$ cat config.mk
export PLATFORM = sky130hd
export DESIGN_NAME = taylor_sine_cosine_degrees
export DESIGN_NICKNAME = d
export VERILOG_FILES = /design/src/rtl/tsc_pkg.sv /design/src/rtl/tsc_mul.sv /design/src/rtl/tsc_div.sv /design/src/rtl/tsc_seq.sv /design/src/rtl/taylor_sine_cosine_degrees.sv
export SDC_FILE = /design/constraint.sdc
export NUM_CORES = 2
export LEC_CHECK = 0
export BUFFER_PORTS_ARGS = -buffer_cell sky130_fd_sc_hd__buf_2
export CORE_ASPECT_RATIO = 1.5
export CORE_MARGIN = 10
export CORE_UTILIZATION = 45
export DETAILED_ROUTE_END_ITERATION = 10
export MAX_ROUTING_LAYER = met4
export PLACE_DENSITY = 0.64
export RECOVER_POWER = 25
export SETUP_SLACK_MARGIN = 0.4
export SLEW_MARGIN = 20
export SYNTH_ARGS = -nofsm -noshare
export SYNTH_HDL_FRONTEND = slang
export SYNTH_HIERARCHICAL = 1
export SYNTH_SLANG_ARGS = --single-unit
$ cat constraint.sdc
create_clock -name clk -period 27.7 [get_ports clk]
set_input_delay 1.385 -clock clk [delete_from_list [all_inputs] [get_ports clk]]
set_output_delay 1.385 -clock clk [all_outputs]
set_load 0.01 [all_outputs]
$ cat src/rtl/tsc_pkg.sv
// Shared constants and types for the Taylor sine/cosine block.
`timescale 1ns / 1ps
`default_nettype none

package tsc_pkg;

  // Series length cap and the widths that follow from it
  localparam int MAX_TERMS = 24;
  localparam int N_W       = $clog2(MAX_TERMS + 1);
  localparam int DEN_MAX   = 2 * MAX_TERMS * (2 * MAX_TERMS + 1);
  localparam int DEN_W     = $clog2(DEN_MAX + 1);

  // Port field widths
  localparam int ANGLE_W = 32;
  localparam int THR_W   = 31;
  localparam int VALUE_W = 32;
  localparam int TERMS_W = 5;

  // Datapath widths
  localparam int M_W      = 33;  // signed angle magnitude during wrap
  localparam int MAG_W    = 24;  // |angle| after wrap, at most 180 deg in Q16
  localparam int RAD_W    = 32;  // |radians| in Q30, at most pi
  localparam int X2_W     = 34;  // x^2 in Q30, at most pi^2
  localparam int X2_SPLIT = 15;  // x^2 split into high and low parts
  localparam int TM_W     = 33;  // term magnitude in Q30
  localparam int PACC_W   = TM_W + X2_W - X2_SPLIT;
  localparam int SUM_W    = 40;  // running sum, signed Q30
  localparam int FRAC_W   = 30;

  // Shared multiplier
  localparam int MA_W   = 33;
  localparam int MB_W   = 32;
  localparam int PROD_W = MA_W + MB_W;

  // Shared divider: quotient bits and dividend width
  localparam int Q_W    = 33;
  localparam int DIVD_W = Q_W + DEN_W;
  localparam int QC_W   = $clog2(Q_W + 1);

  // Angle constants: 180 deg in Q16 is 45 * 2^18
  localparam int HALF_TURN_ODD = 45;
  localparam int RAD_SHIFT     = 18;
  localparam int HALF_TURN     = HALF_TURN_ODD << RAD_SHIFT;
  localparam int FULL_TURN     = 2 * HALF_TURN;
  localparam int WRAP_STEPS    = 7;  // binary steps of the 360 deg reduction
  localparam int STEP_W        = $clog2(WRAP_STEPS);

  localparam logic [RAD_W-1:0] PI_Q30    = 32'd3373259426;
  localparam logic [TM_W-1:0]  ONE_Q30   = TM_W'(1) << FRAC_W;
  localparam logic [THR_W-1:0] THR_RESET = THR_W'(1074);

  // Divider status
  typedef struct packed {
    logic busy;
    logic done;
  } div_stat_t;

  // Sequencer status toward the handshake logic
  typedef struct packed {
    logic idle;
    logic fin_valid;
  } seq_stat_t;

endpackage

`default_nettype wire

$ cat src/rtl/tsc_mul.sv
// Shared unsigned multiplier with a registered product.
`timescale 1ns / 1ps
`default_nettype none

module tsc_mul import tsc_pkg::*; (
  input  logic              clk,
  input  logic [MA_W-1:0]   a,
  input  logic [MB_W-1:0]   b,
  output logic [PROD_W-1:0] prod
);

  // One product per cycle, available the cycle after the operands
  always_ff @(posedge clk) begin
    prod <= a * b;
  end

endmodule

`default_nettype wire

$ cat src/rtl/tsc_div.sv
// Shared radix-2 restoring divider, one quotient bit per cycle.
`timescale 1ns / 1ps
`default_nettype none

module tsc_div import tsc_pkg::*; (
  input  logic              clk,
  input  logic              rst,
  input  logic              start,
  input  logic [DIVD_W-1:0] dividend,
  input  logic [DEN_W-1:0]  divisor,
  output logic [Q_W-1:0]    quotient,
  output div_stat_t         stat
);

  logic [DEN_W-1:0] rem;
  logic [Q_W-1:0]   quo;
  logic [DEN_W-1:0] dvs;
  logic [QC_W-1:0]  cnt;
  logic             done;

  logic [DEN_W:0]   shifted;
  logic [DEN_W:0]   diff;
  logic             ge;

  // Trial subtract; the upper dividend part is always below the divisor
  always_comb begin
    shifted = {rem, quo[Q_W-1]};
    diff    = shifted - {1'b0, dvs};
    ge      = !diff[DEN_W];
  end

  // Step counter and done pulse
  always_ff @(posedge clk) begin
    if (rst) begin
      cnt  <= '0;
      done <= 1'b0;
    end else begin
      done <= (cnt == QC_W'(1));
      if (start) begin
        cnt <= QC_W'(Q_W);
      end else if (cnt != '0) begin
        cnt <= cnt - 1'b1;
      end
    end
  end

  // Partial remainder and quotient shift register
  always_ff @(posedge clk) begin
    if (start) begin
      rem <= dividend[DIVD_W-1:Q_W];
      quo <= dividend[Q_W-1:0];
      dvs <= divisor;
    end else if (cnt != '0) begin
      rem <= ge ? diff[DEN_W-1:0] : shifted[DEN_W-1:0];
      quo <= {quo[Q_W-2:0], ge};
    end
  end

  assign quotient  = quo;
  assign stat.busy = (cnt != '0);
  assign stat.done = done;

endmodule

`default_nettype wire

$ cat src/rtl/tsc_seq.sv
// Sequencer and datapath registers: angle wrap, radians, series loop.
`timescale 1ns / 1ps
`default_nettype none

module tsc_seq import tsc_pkg::*; (
  input  logic                      clk,
  input  logic                      rst,
  input  logic                      item_take,
  input  logic                      func,
  input  logic signed [ANGLE_W-1:0] angle_deg,
  input  logic [THR_W-1:0]          threshold,
  input  logic                      fin_take,
  output seq_stat_t                 stat,
  output logic [VALUE_W-1:0]        fin_value,
  output logic [TERMS_W-1:0]        fin_terms,
  output logic                      fin_limit
);

  localparam int T_W = PACC_W + 2;
  localparam logic signed [M_W-1:0]   HALF_C = M_W'(HALF_TURN);
  localparam logic signed [M_W-1:0]   FULL_C = M_W'(FULL_TURN);
  localparam logic signed [SUM_W-1:0] VMAX =
    {{(SUM_W-VALUE_W+1){1'b0}}, {(VALUE_W-1){1'b1}}};
  localparam logic signed [SUM_W-1:0] VMIN =
    {{(SUM_W-VALUE_W+1){1'b1}}, {(VALUE_W-1){1'b0}}};

  typedef enum logic [13:0] {
    S_IDLE  = 14'h0001,
    S_WRAP  = 14'h0002,
    S_FOLD  = 14'h0004,
    S_SIGN  = 14'h0008,
    S_RMUL  = 14'h0010,
    S_RDIV  = 14'h0020,
    S_RWAIT = 14'h0040,
    S_SQ    = 14'h0080,
    S_SQR   = 14'h0100,
    S_TMH   = 14'h0200,
    S_TML   = 14'h0400,
    S_TDIV  = 14'h0800,
    S_TWAIT = 14'h1000,
    S_DONE  = 14'h2000
  } state_t;

  state_t state, state_next;

  // Datapath registers
  logic                    cos_r;
  logic                    sgn_r;
  logic signed [M_W-1:0]   m_r;
  logic [STEP_W-1:0]       step_r;
  logic                    neg_r;
  logic [MAG_W-1:0]        mag_r;
  logic [RAD_W-1:0]        rad_r;
  logic [X2_W-1:0]         x2_r;
  logic [TM_W-1:0]         tmag_r;
  logic                    tneg_r;
  logic signed [SUM_W-1:0] sum_r;
  logic [N_W-1:0]          cnt_r;
  logic [PACC_W-1:0]       pacc_r;
  logic                    limit_r;

  // Shared units
  logic [MA_W-1:0]   mul_a;
  logic [MB_W-1:0]   mul_b;
  logic [PROD_W-1:0] mul_prod;
  logic              div_start;
  logic [DIVD_W-1:0] div_dividend;
  logic [DEN_W-1:0]  div_divisor;
  logic [Q_W-1:0]    div_q;
  div_stat_t         div_stat;

  tsc_mul u_mul (
    .clk  (clk),
    .a    (mul_a),
    .b    (mul_b),
    .prod (mul_prod)
  );

  tsc_div u_div (
    .clk      (clk),
    .rst      (rst),
    .start    (div_start),
    .dividend (div_dividend),
    .divisor  (div_divisor),
    .quotient (div_q),
    .stat     (div_stat)
  );

  // Wrap step: subtract 360 deg scaled by 2^step if the result stays above 180 deg
  logic signed [M_W-1:0] full_sh;
  logic signed [M_W-1:0] cand;
  logic signed [M_W-1:0] m_abs;

  always_comb begin
    full_sh = FULL_C << step_r;
    cand    = m_r - full_sh;
    m_abs   = m_r[M_W-1] ? -m_r : m_r;
  end

  // Radian dividend: round half up of |deg| * pi / (180 * 2^16)
  logic [PROD_W-1:0] rad_sum;
  logic [DIVD_W-1:0] rad_divd;

  always_comb begin
    rad_sum  = mul_prod + PROD_W'(HALF_TURN / 2);
    rad_divd = DIVD_W'(rad_sum >> RAD_SHIFT);
  end

  // Denominator (2n)(2n+1) for sine or (2n)(2n-1) for cosine, n = count + 1
  logic [N_W-1:0]     n_cur;
  logic [N_W:0]       twon;
  logic [N_W:0]       fac;
  logic [2*N_W+1:0]   den_full;
  logic [DEN_W-1:0]   den;

  always_comb begin
    n_cur    = cnt_r + 1'b1;
    twon     = {n_cur, 1'b0};
    fac      = cos_r ? twon - 1'b1 : twon + 1'b1;
    den_full = twon * fac;
    den      = den_full[DEN_W-1:0];
  end

  // Term dividend: (a*bh + floor(a*bl / 2^15) + den * 2^14) / 2^15
  logic [T_W-1:0]    t_sum;
  logic [DIVD_W-1:0] term_divd;

  always_comb begin
    t_sum = T_W'(pacc_r) + T_W'(mul_prod[TM_W+X2_SPLIT-1:X2_SPLIT])
          + (T_W'(den) << (X2_SPLIT - 1));
    term_divd = DIVD_W'(t_sum >> X2_SPLIT);
  end

  // First term of the series
  logic [TM_W-1:0]         init_mag;
  logic                    init_neg;
  logic signed [SUM_W-1:0] init_ext;

  always_comb begin
    init_mag = cos_r ? ONE_Q30 : TM_W'(rad_r);
    init_neg = cos_r ? 1'b0 : neg_r;
    init_ext = $signed(SUM_W'(init_mag));
  end

  // New term: accumulate and stop tests
  logic signed [SUM_W-1:0] q_ext;
  logic signed [SUM_W-1:0] sum_upd;
  logic [N_W-1:0]          cnt_next;
  logic                    stop_thr;
  logic                    stop_cap;

  always_comb begin
    q_ext    = $signed(SUM_W'(div_q));
    sum_upd  = tneg_r ? sum_r + q_ext : sum_r - q_ext;
    cnt_next = cnt_r + 1'b1;
    stop_thr = div_q < TM_W'(threshold);
    stop_cap = cnt_next >= N_W'(MAX_TERMS);
  end

  // Operand selection for the shared units
  always_comb begin
    mul_a        = '0;
    mul_b        = '0;
    div_start    = 1'b0;
    div_dividend = term_divd;
    div_divisor  = den;
    unique case (state)
      S_RMUL: begin
        mul_a = MA_W'(mag_r);
        mul_b = PI_Q30;
      end
      S_RDIV: begin
        div_start    = 1'b1;
        div_dividend = rad_divd;
        div_divisor  = DEN_W'(HALF_TURN_ODD);
      end
      S_SQ: begin
        mul_a = MA_W'(rad_r);
        mul_b = rad_r;
      end
      S_TMH: begin
        mul_a = tmag_r;
        mul_b = MB_W'(x2_r[X2_W-1:X2_SPLIT]);
      end
      S_TML: begin
        mul_a = tmag_r;
        mul_b = MB_W'(x2_r[X2_SPLIT-1:0]);
      end
      S_TDIV: begin
        div_start = 1'b1;
      end
      default: ;
    endcase
  end

  // Next state
  always_comb begin
    state_next = state;
    unique case (state)
      S_IDLE:  if (item_take) state_next = S_WRAP;
      S_WRAP:  if (step_r == '0) state_next = S_FOLD;
      S_FOLD:  state_next = S_SIGN;
      S_SIGN:  state_next = S_RMUL;
      S_RMUL:  state_next = S_RDIV;
      S_RDIV:  state_next = S_RWAIT;
      S_RWAIT: if (div_stat.done) state_next = S_SQ;
      S_SQ:    state_next = S_SQR;
      S_SQR:   state_next = S_TMH;
      S_TMH:   state_next = S_TML;
      S_TML:   state_next = S_TDIV;
      S_TDIV:  state_next = S_TWAIT;
      S_TWAIT: begin
        if (div_stat.done) begin
          state_next = (stop_thr || stop_cap) ? S_DONE : S_TMH;
        end
      end
      S_DONE:  if (fin_take) state_next = S_IDLE;
      default: state_next = S_IDLE;
    endcase
  end

  always_ff @(posedge clk) begin
    if (rst) begin
      state <= S_IDLE;
    end else begin
      state <= state_next;
    end
  end

  // Datapath register updates
  always_ff @(posedge clk) begin
    unique case (state)
      S_IDLE: begin
        if (item_take) begin
          cos_r  <= func;
          sgn_r  <= angle_deg[ANGLE_W-1];
          m_r    <= angle_deg[ANGLE_W-1] ? -M_W'(angle_deg) : M_W'(angle_deg);
          step_r <= STEP_W'(WRAP_STEPS - 1);
        end
      end
      S_WRAP: begin
        if (cand > HALF_C) m_r <= cand;
        step_r <= step_r - 1'b1;
      end
      S_FOLD: begin
        if (m_r > HALF_C) m_r <= m_r - FULL_C;
      end
      S_SIGN: begin
        // zero after the wrap counts as positive
        neg_r <= sgn_r ? ((m_r != '0) && !m_r[M_W-1]) : m_r[M_W-1];
        mag_r <= m_abs[MAG_W-1:0];
      end
      S_RWAIT: begin
        if (div_stat.done) rad_r <= div_q[RAD_W-1:0];
      end
      S_SQR: begin
        x2_r   <= X2_W'((mul_prod + (PROD_W'(1) << (FRAC_W - 1))) >> FRAC_W);
        tmag_r <= init_mag;
        tneg_r <= init_neg;
        sum_r  <= init_neg ? -init_ext : init_ext;
        cnt_r  <= '0;
      end
      S_TML: begin
        pacc_r <= mul_prod[PACC_W-1:0];
      end
      S_TWAIT: begin
        if (div_stat.done) begin
          tmag_r  <= div_q;
          tneg_r  <= !tneg_r;
          cnt_r   <= cnt_next;
          sum_r   <= sum_upd;
          limit_r <= !stop_thr && stop_cap;
        end
      end
      default: ;
    endcase
  end

  // Saturated result and status
  always_comb begin
    if (sum_r > VMAX) begin
      fin_value = VMAX[VALUE_W-1:0];
    end else if (sum_r < VMIN) begin
      fin_value = VMIN[VALUE_W-1:0];
    end else begin
      fin_value = sum_r[VALUE_W-1:0];
    end
  end

  assign fin_terms      = TERMS_W'(cnt_r);
  assign fin_limit      = limit_r;
  assign stat.idle      = (state == S_IDLE);
  assign stat.fin_valid = (state == S_DONE);

endmodule

`default_nettype wire

$ cat src/rtl/taylor_sine_cosine_degrees.sv
// Top level: handshakes, threshold register, result register, checks.
//
// Sine or cosine of an angle in Q15.16 degrees by a Taylor series.
// Input channel: item_valid / item_stall carry func and angle_deg; a
// transfer happens when item_valid is high and item_stall is low.
// Output channel: result_valid / result_stall carry result_value (Q1.30),
// terms_used and limit_hit; the downstream side holds result_stall high
// to keep a result, which then stays stable in the output register.
// Config channel: cfg_valid / cfg_ready write term_threshold (Q1.30).
// One item at a time: the angle wrap takes 7 + 1 steps, the radian
// conversion and x^2 each use the shared multiplier, the radian scaling
// and every series term use the shared 33-step divider. The next item is
// taken the cycle after the result moves to the output register, even if
// it stalls. Reset clears the sequencer and output valid and loads the
// threshold with its default of 1074.
`timescale 1ns / 1ps
`default_nettype none

module taylor_sine_cosine_degrees import tsc_pkg::*; (
  input  logic                      clk,
  input  logic                      rst,
  input  logic                      item_valid,
  output logic                      item_stall,
  input  logic                      func,
  input  logic signed [ANGLE_W-1:0] angle_deg,
  output logic                      result_valid,
  input  logic                      result_stall,
  output logic signed [VALUE_W-1:0] result_value,
  output logic [TERMS_W-1:0]        terms_used,
  output logic                      limit_hit,
  input  logic                      cfg_valid,
  output logic                      cfg_ready,
  input  logic [THR_W-1:0]          term_threshold
);

  logic [THR_W-1:0]   thr;
  logic               item_take;
  logic               fin_take;
  seq_stat_t          seq_stat;
  logic [VALUE_W-1:0] fin_value;
  logic [TERMS_W-1:0] fin_terms;
  logic               fin_limit;

  // Threshold register, always writable
  assign cfg_ready = 1'b1;

  always_ff @(posedge clk) begin
    if (rst) begin
      thr <= THR_RESET;
    end else if (cfg_valid && cfg_ready) begin
      thr <= term_threshold;
    end
  end

  // Input side
  assign item_stall = !seq_stat.idle;
  assign item_take  = item_valid && seq_stat.idle;

  tsc_seq u_seq (
    .clk       (clk),
    .rst       (rst),
    .item_take (item_take),
    .func      (func),
    .angle_deg (angle_deg),
    .threshold (thr),
    .fin_take  (fin_take),
    .stat      (seq_stat),
    .fin_value (fin_value),
    .fin_terms (fin_terms),
    .fin_limit (fin_limit)
  );

  // Output register
  assign fin_take = !result_valid || !result_stall;

  always_ff @(posedge clk) begin
    if (rst) begin
      result_valid <= 1'b0;
    end else if (seq_stat.fin_valid && fin_take) begin
      result_valid <= 1'b1;
    end else if (!result_stall) begin
      result_valid <= 1'b0;
    end
  end

  always_ff @(posedge clk) begin
    if (seq_stat.fin_valid && fin_take) begin
      result_value <= $signed(fin_value);
      terms_used   <= fin_terms;
      limit_hit    <= fin_limit;
    end
  end

  // Checks
  a_take_busy: assert property (@(posedge clk) disable iff (rst)
    item_take |=> !seq_stat.idle)
    else $error("sequencer still idle after an input transfer");

  a_fin_out: assert property (@(posedge clk) disable iff (rst)
    (seq_stat.fin_valid && fin_take) |=> result_valid)
    else $error("finished result not presented");

  a_limit_cnt: assert property (@(posedge clk) disable iff (rst)
    (result_valid && limit_hit) |-> (terms_used == TERMS_W'(MAX_TERMS)))
    else $error("limit flag without a full term count");

endmodule

`default_nettype wire

* Yosys cells after proc, flatten, opt, wreduce, memory -nomap -nowiden
Index checks and enable logic that the tools add are counted.
** Word-level totals
- Input bits :: 69
- Word-level logic and storage cells :: 151
- Flip-flop bits (word level) :: 473
- Output and inout port bits :: 41
** Cells by class
- Shifts and indexed selects :: 1
- Mux-type cells :: 44
- Multiply operators :: 2
- Reductions and logical operators :: 30
- Add/sub/neg operators :: 17
- $lt $le $gt $ge :: 6
- Equal/unequal tests :: 23
** Operators by type and width (count)
- 33-bit 2-to-1 mux :: 7
- 33-bit case mux with 3 select lines :: 2
- 14-bit case mux with 14 select lines :: 1
- 32-bit case mux with 4 select lines :: 1
- 40-bit 2-to-1 mux :: 3
- 14-bit 2-to-1 mux :: 6
- 40-bit case mux with 2 select lines :: 1
- 33-bit by 25-bit > comparator with 1-bit output, second input constant :: 2
- 33-bit case mux with 2 select lines :: 1
- 64-bit by 30-bit adder with 64-bit output, second input constant :: 1
- 33-bit by 32-bit multiplier with 64-bit output :: 1
- 32-bit 2-to-1 mux :: 2
- 63-bit by 23-bit adder with 63-bit output, second input constant :: 1
- 53-bit by 26-bit adder with 54-bit output :: 1
- 52-bit by 33-bit adder with 53-bit output :: 1
- 45-bit 2-to-1 mux :: 1
- 40-bit by 34-bit adder with 40-bit output :: 1
- 40-bit by 32-bit > comparator with 1-bit output, second input constant :: 1
- 40-bit by 32-bit < comparator with 1-bit output, second input constant :: 1
- 33-bit negator with 40-bit output :: 1
- 40-bit by 34-bit subtractor with 40-bit output :: 1
- 12-bit 2-to-1 mux :: 3
- 33-bit by 31-bit < comparator with 1-bit output :: 1
- 32-bit negator with 33-bit output :: 1
- 48 further kinds :: 81

* Depth between registers and ports, before layout
- Depth in word-level cells :: 7
- Depth in mapped cells :: 39
- Mapped depth without buffers :: 36

* Cells and area by module
The synthesis kept the hierarchy.
** By module, submodules not included
- tsc_mul :: sequential area each 1301.2 sq um, cells an instance 3982, area an instance 35706.7 sq um, instances 1
- tsc_seq :: sequential area each 8117.8 sq um, cells an instance 2384, area an instance 21936.0 sq um, instances 1
- tsc_div :: sequential area each 1851.8 sq um, cells an instance 273, area an instance 3375.7 sq um, instances 1
- taylor_sine_cosine_degrees :: sequential area each 1781.7 sq um, cells an instance 147, area an instance 2337.2 sq um, instances 1

* Worst setup path before layout
OpenSTA, ideal clock, no wires.
- Path kind :: reg2reg
- From :: register u_seq.state[3]
- To :: register u_seq.u_mul.prod[57]
- Data required time :: 27.574 ns
- Buffers on the path :: 3
- Library setup time :: 0.126 ns
- Arrival time :: 10.414 ns
- Clock period less this slack :: 10.540 ns
- Path slack :: 17.160 ns
- Stages on the path, launching flop included :: 36
- Path through :: dfxtp_1 > nor4_1 > nand2_1 > nor3_1 > and2_0 > nand2_1 > nor3b_2 > clkbuf_1 > a21oi_1 > nand2_1 > clkbuf_1 > nand2_1 > fa_1 > inv_1 > fa_1 > fa_1 > inv_1 > fa_1 > inv_1 > fa_1 > fa_1 > fa_1 > inv_1 > fa_1 > inv_1 > ha_1 > clkbuf_1 > a21oi_1 > o21ai_1 > a2111oi_0 > o221a_2 > a211oi_2 > a211oi_2 > o21ba_2 > o21ai_1 > xor2_1
** Between the ends
- Elaborated cells on any way between the ends :: 8
- Those cells by class :: mul (1); eq/ne (4); mux (2); reduce/logical (1)
** RTL lines
- start: declaration :: RTL line tsc_seq.sv:44 : state_t state, state_next;
- start signal: assignment :: RTL line tsc_seq.sv:226 : state <= state_next;
- 14-bit by 11-bit equality test with 1-bit output (tied with other cells) :: RTL line tsc_seq.sv:167 : unique case (state)
- 32-bit case mux with 4 select lines (*) :: RTL line tsc_seq.sv:167
- via u_seq.mul_b[7] :: RTL line tsc_seq.sv:64 : logic [MB_W-1:0] mul_b;
- 33-bit by 32-bit multiplier with 64-bit output (*) :: RTL line tsc_mul.sv:14 : prod <= a * b;
- end signal: assignment :: RTL line tsc_mul.sv:14
- end: declaration :: RTL line tsc_mul.sv:9 : output logic [PROD_W-1:0] prod
The timed path passes the listed nets; every way through them passes the cells marked *.
A chain may end at the register's enable or synchronous reset.

* Worst setup path in the final report
Ends and elaborated chain as after synthesis.

==> reports/results.tsv <==
stage	metric	value	unit
critical_path	r2r_cells	33	
clock_network	cts_tree	yes	
critical_path	rr_startpoint	u_seq/state[3]	
job	drv_cap	4	
power	p_sw	0.899	mW
detailed_routing	viasPerCell	5.65	
synthesis	synth_cells	6771	
power	comb_power_share	0.322	
clock_network	clk_pin_slew	80	ps
critical_path	crit_path_end_kind	register	
critical_path	r2r_slack	16240	ps
floorplanning	core	140000	um^2
clock_network	cts_hold_buf	0	
placed_design	port_buffers	108	
critical_path	critical_path.most_common_cell	fa_1	
detailed_routing	ant_nets	0	
timing	hold_viol_final	0	
detailed_routing	drt_wl_total	200000	um
cells_and_area	nets	8125	
power	p_clk_frac	0.257	
power	switching_share	0.368	
timing	finalSetupTns	0	ps
power	vdd_drop_max	0.0445	mV
critical_path	setup.worst_path.start	u_seq/state[3]	
critical_path	crit_path_start_kind	register	
floorplanning	io_pins	110	
synthesis	ys_warn_count	6	
clock_network	postCtsSetupRepairBufs	0	
min_path	min_path_type	register to register	
synthesis	syn_area_per_cell	9.34	um^2
critical_path	crit_required	28180	ps
critical_path	worstPathArrival	11940	ps
grt	grt_pass1_wl	308000	um
floorplanning	start_util	0.452	
cells_and_area	drive_above_1_share	0.0541	
grt	grt_antenna_before_repair	1	
clock_network	h-tree-depth	2	
detailed_routing	drc	0	
timing	fin_crit	11460	ps
clock_network	cts_root_buffer	clkbuf_16	
min_path	hp-start	u_seq/u_mul/prod[12]	
critical_path	path_max_fanout	52	
placed_design	dp_hpwl	151000	um
detailed_routing	wl_per_cell	23.4	um
outcome	status	finished with violations	
grt	track_usage	0.263	
timing	finalMaxSlewViolations	126	
detailed_routing	vias	48379	
placed_design	routabilityCongestion	1.00	
timing	skew	28.6	ps
synthesis	netlist_area	63200	um^2
timing	rsz0062_at_grt	no	
floorplanning	die_area	156000	um^2
power	leakage	31.9	nW
clock_network	cts_resized	0	
synthesis	syn_nets	8242	
timing	worst_pin_slew	3210	ps
floorplanning	num_rows	168	
critical_path	cpPeakStageDelay	810	ps
detailed_routing	first_pass_iters	9	
timing	relSlewSlack	-1.16	
floorplanning	die_w	326	um
grt	grt_max_degree	67	
power	power_frac_seq	0.420	
timing	fin_crit_sh	0.414	
timing	setup_viol	0	
timing	max_freq	87.2	MHz
power	p_int	1.55	mW
floorplanning	die_h	479	um
cells_and_area	area_growth	5.59	%
min_path	min_path_cells	0	
clock_network	clock_path_buffers	3	
timing	holdWs	390	ps
clock_network	clk_latency	600	ps
clock_network	cts_inserted_buffers	42	
grt	grt_overflow	0	
outcome	violations	max-capacitance violations, max-slew violations	
power	power.density	36.6	nW/um^2
timing	setup_slack	16240	ps
grt	first_global_vias	51853	
placed_design	dp_slack	16390	ps
critical_path	critPathSlowestCell	nand2_2	
critical_path	path_class	register to register	
detailed_routing	drt-initial-drc-count	3520	
clock_network	cts_sinks	473	
[through the flow]
step                 util  total power, mW  std cells  area, um^2
floorplan               -             1.57       6771       63200
global placement    0.468             1.80       8480       65400
detailed placement  0.468             1.82       8480       65400
CTS                 0.478             2.45       8558       66800
global route        0.478             2.57       8559       66800
finish              0.478             2.44       8559       66800
[registers in the layout, summed over array words and instances, names as in the netlist, 14 cells and up]
register	flops
u_seq/rad_r	32
u_seq/m_r	33
u_seq/u_mul/prod	64
u_seq/u_div/quotient	33
thr	31
u_seq/pacc_r	52
result_value	32
u_seq/x2_r	34
u_seq/mag_r	24
u_seq/state	14
u_seq/tmag_r	33
u_seq/sum_r	40
[final cells by class]
cell class                      count  area (um^2)
Antenna cell                        1         2.50
Clock buffer                       48         1080
Clock inverter                     30          323
Fill cell                       13250        73000
Inverter                         1155         4340
Multi-Input combinational cell   4795        44500
Sequential cell                   473        13000
Tap cell                         1870         2340
Timing Repair Buffer              187         1120
[path summary, 6_finish.rpt]
kind                          end
max          u_seq/u_mul/prod[57]
max reg2reg  u_seq/u_mul/prod[57]
min              u_seq/pacc_r[12]
min reg2reg      u_seq/pacc_r[12]
[power by group through the flow]
| stage | combinational [mW] | clock (mW) | sequential (mW) |
|---|---|---|---|
| floorplan | 0.609 | 0 | 0.965 |
| global placement | 0.762 | 0 | 1.04 |
| detailed placement | 0.777 | 0 | 1.04 |
| CTS | 0.784 | 0.642 | 1.02 |
| global route | 0.873 | 0.662 | 1.03 |
| finish | 0.788 | 0.629 | 1.03 |
[critical path: cells and delay by family, from the launching register on]
kind | cells | cell delay (ps)
fa+ha+maj | 9 | 4440
compound gates | 9 | 2690
simple gates | 8 | 2500
buf+inv | 6 | 1140
flops | 1 | 350
xor+xnor | 1 | 150
[layer usage]
layer / global-route usage / vias up / part of all wire
met3: 0.0301 / 594 / 0.059
met2: 0.457 / 1909 / 0.51
met4: 0.172 / 0 / 0.079
met5: - / - / 0
li1: - / 21269 / -
met1: 0.281 / 24607 / 0.36
[layout by cell type (no fill, tap or decap), types with 26 or more instances in the layout]
cell and count:
nand3_1 102, fa_1 951, nor4_1 26, edfxtp_1 356
a222oi_1 28, o21ai_0 197, o21bai_1 29, nor2b_1 38
o31ai_1 40, and3_1 39, mux2_2 34, nor3_1 58
mux2i_1 42, a21oi_1 209, xor2_1 163, xnor2_1 192
a21o_1 119, and2_1 508, nand4_1 48, nand2_1 912
ha_1 451, buf_4 76, buf_2 105, inv_1 1148
nor2_1 240, clkbuf_16 42, dfxtp_1 117
No activity file was read; power rests on OpenSTA's default activity.
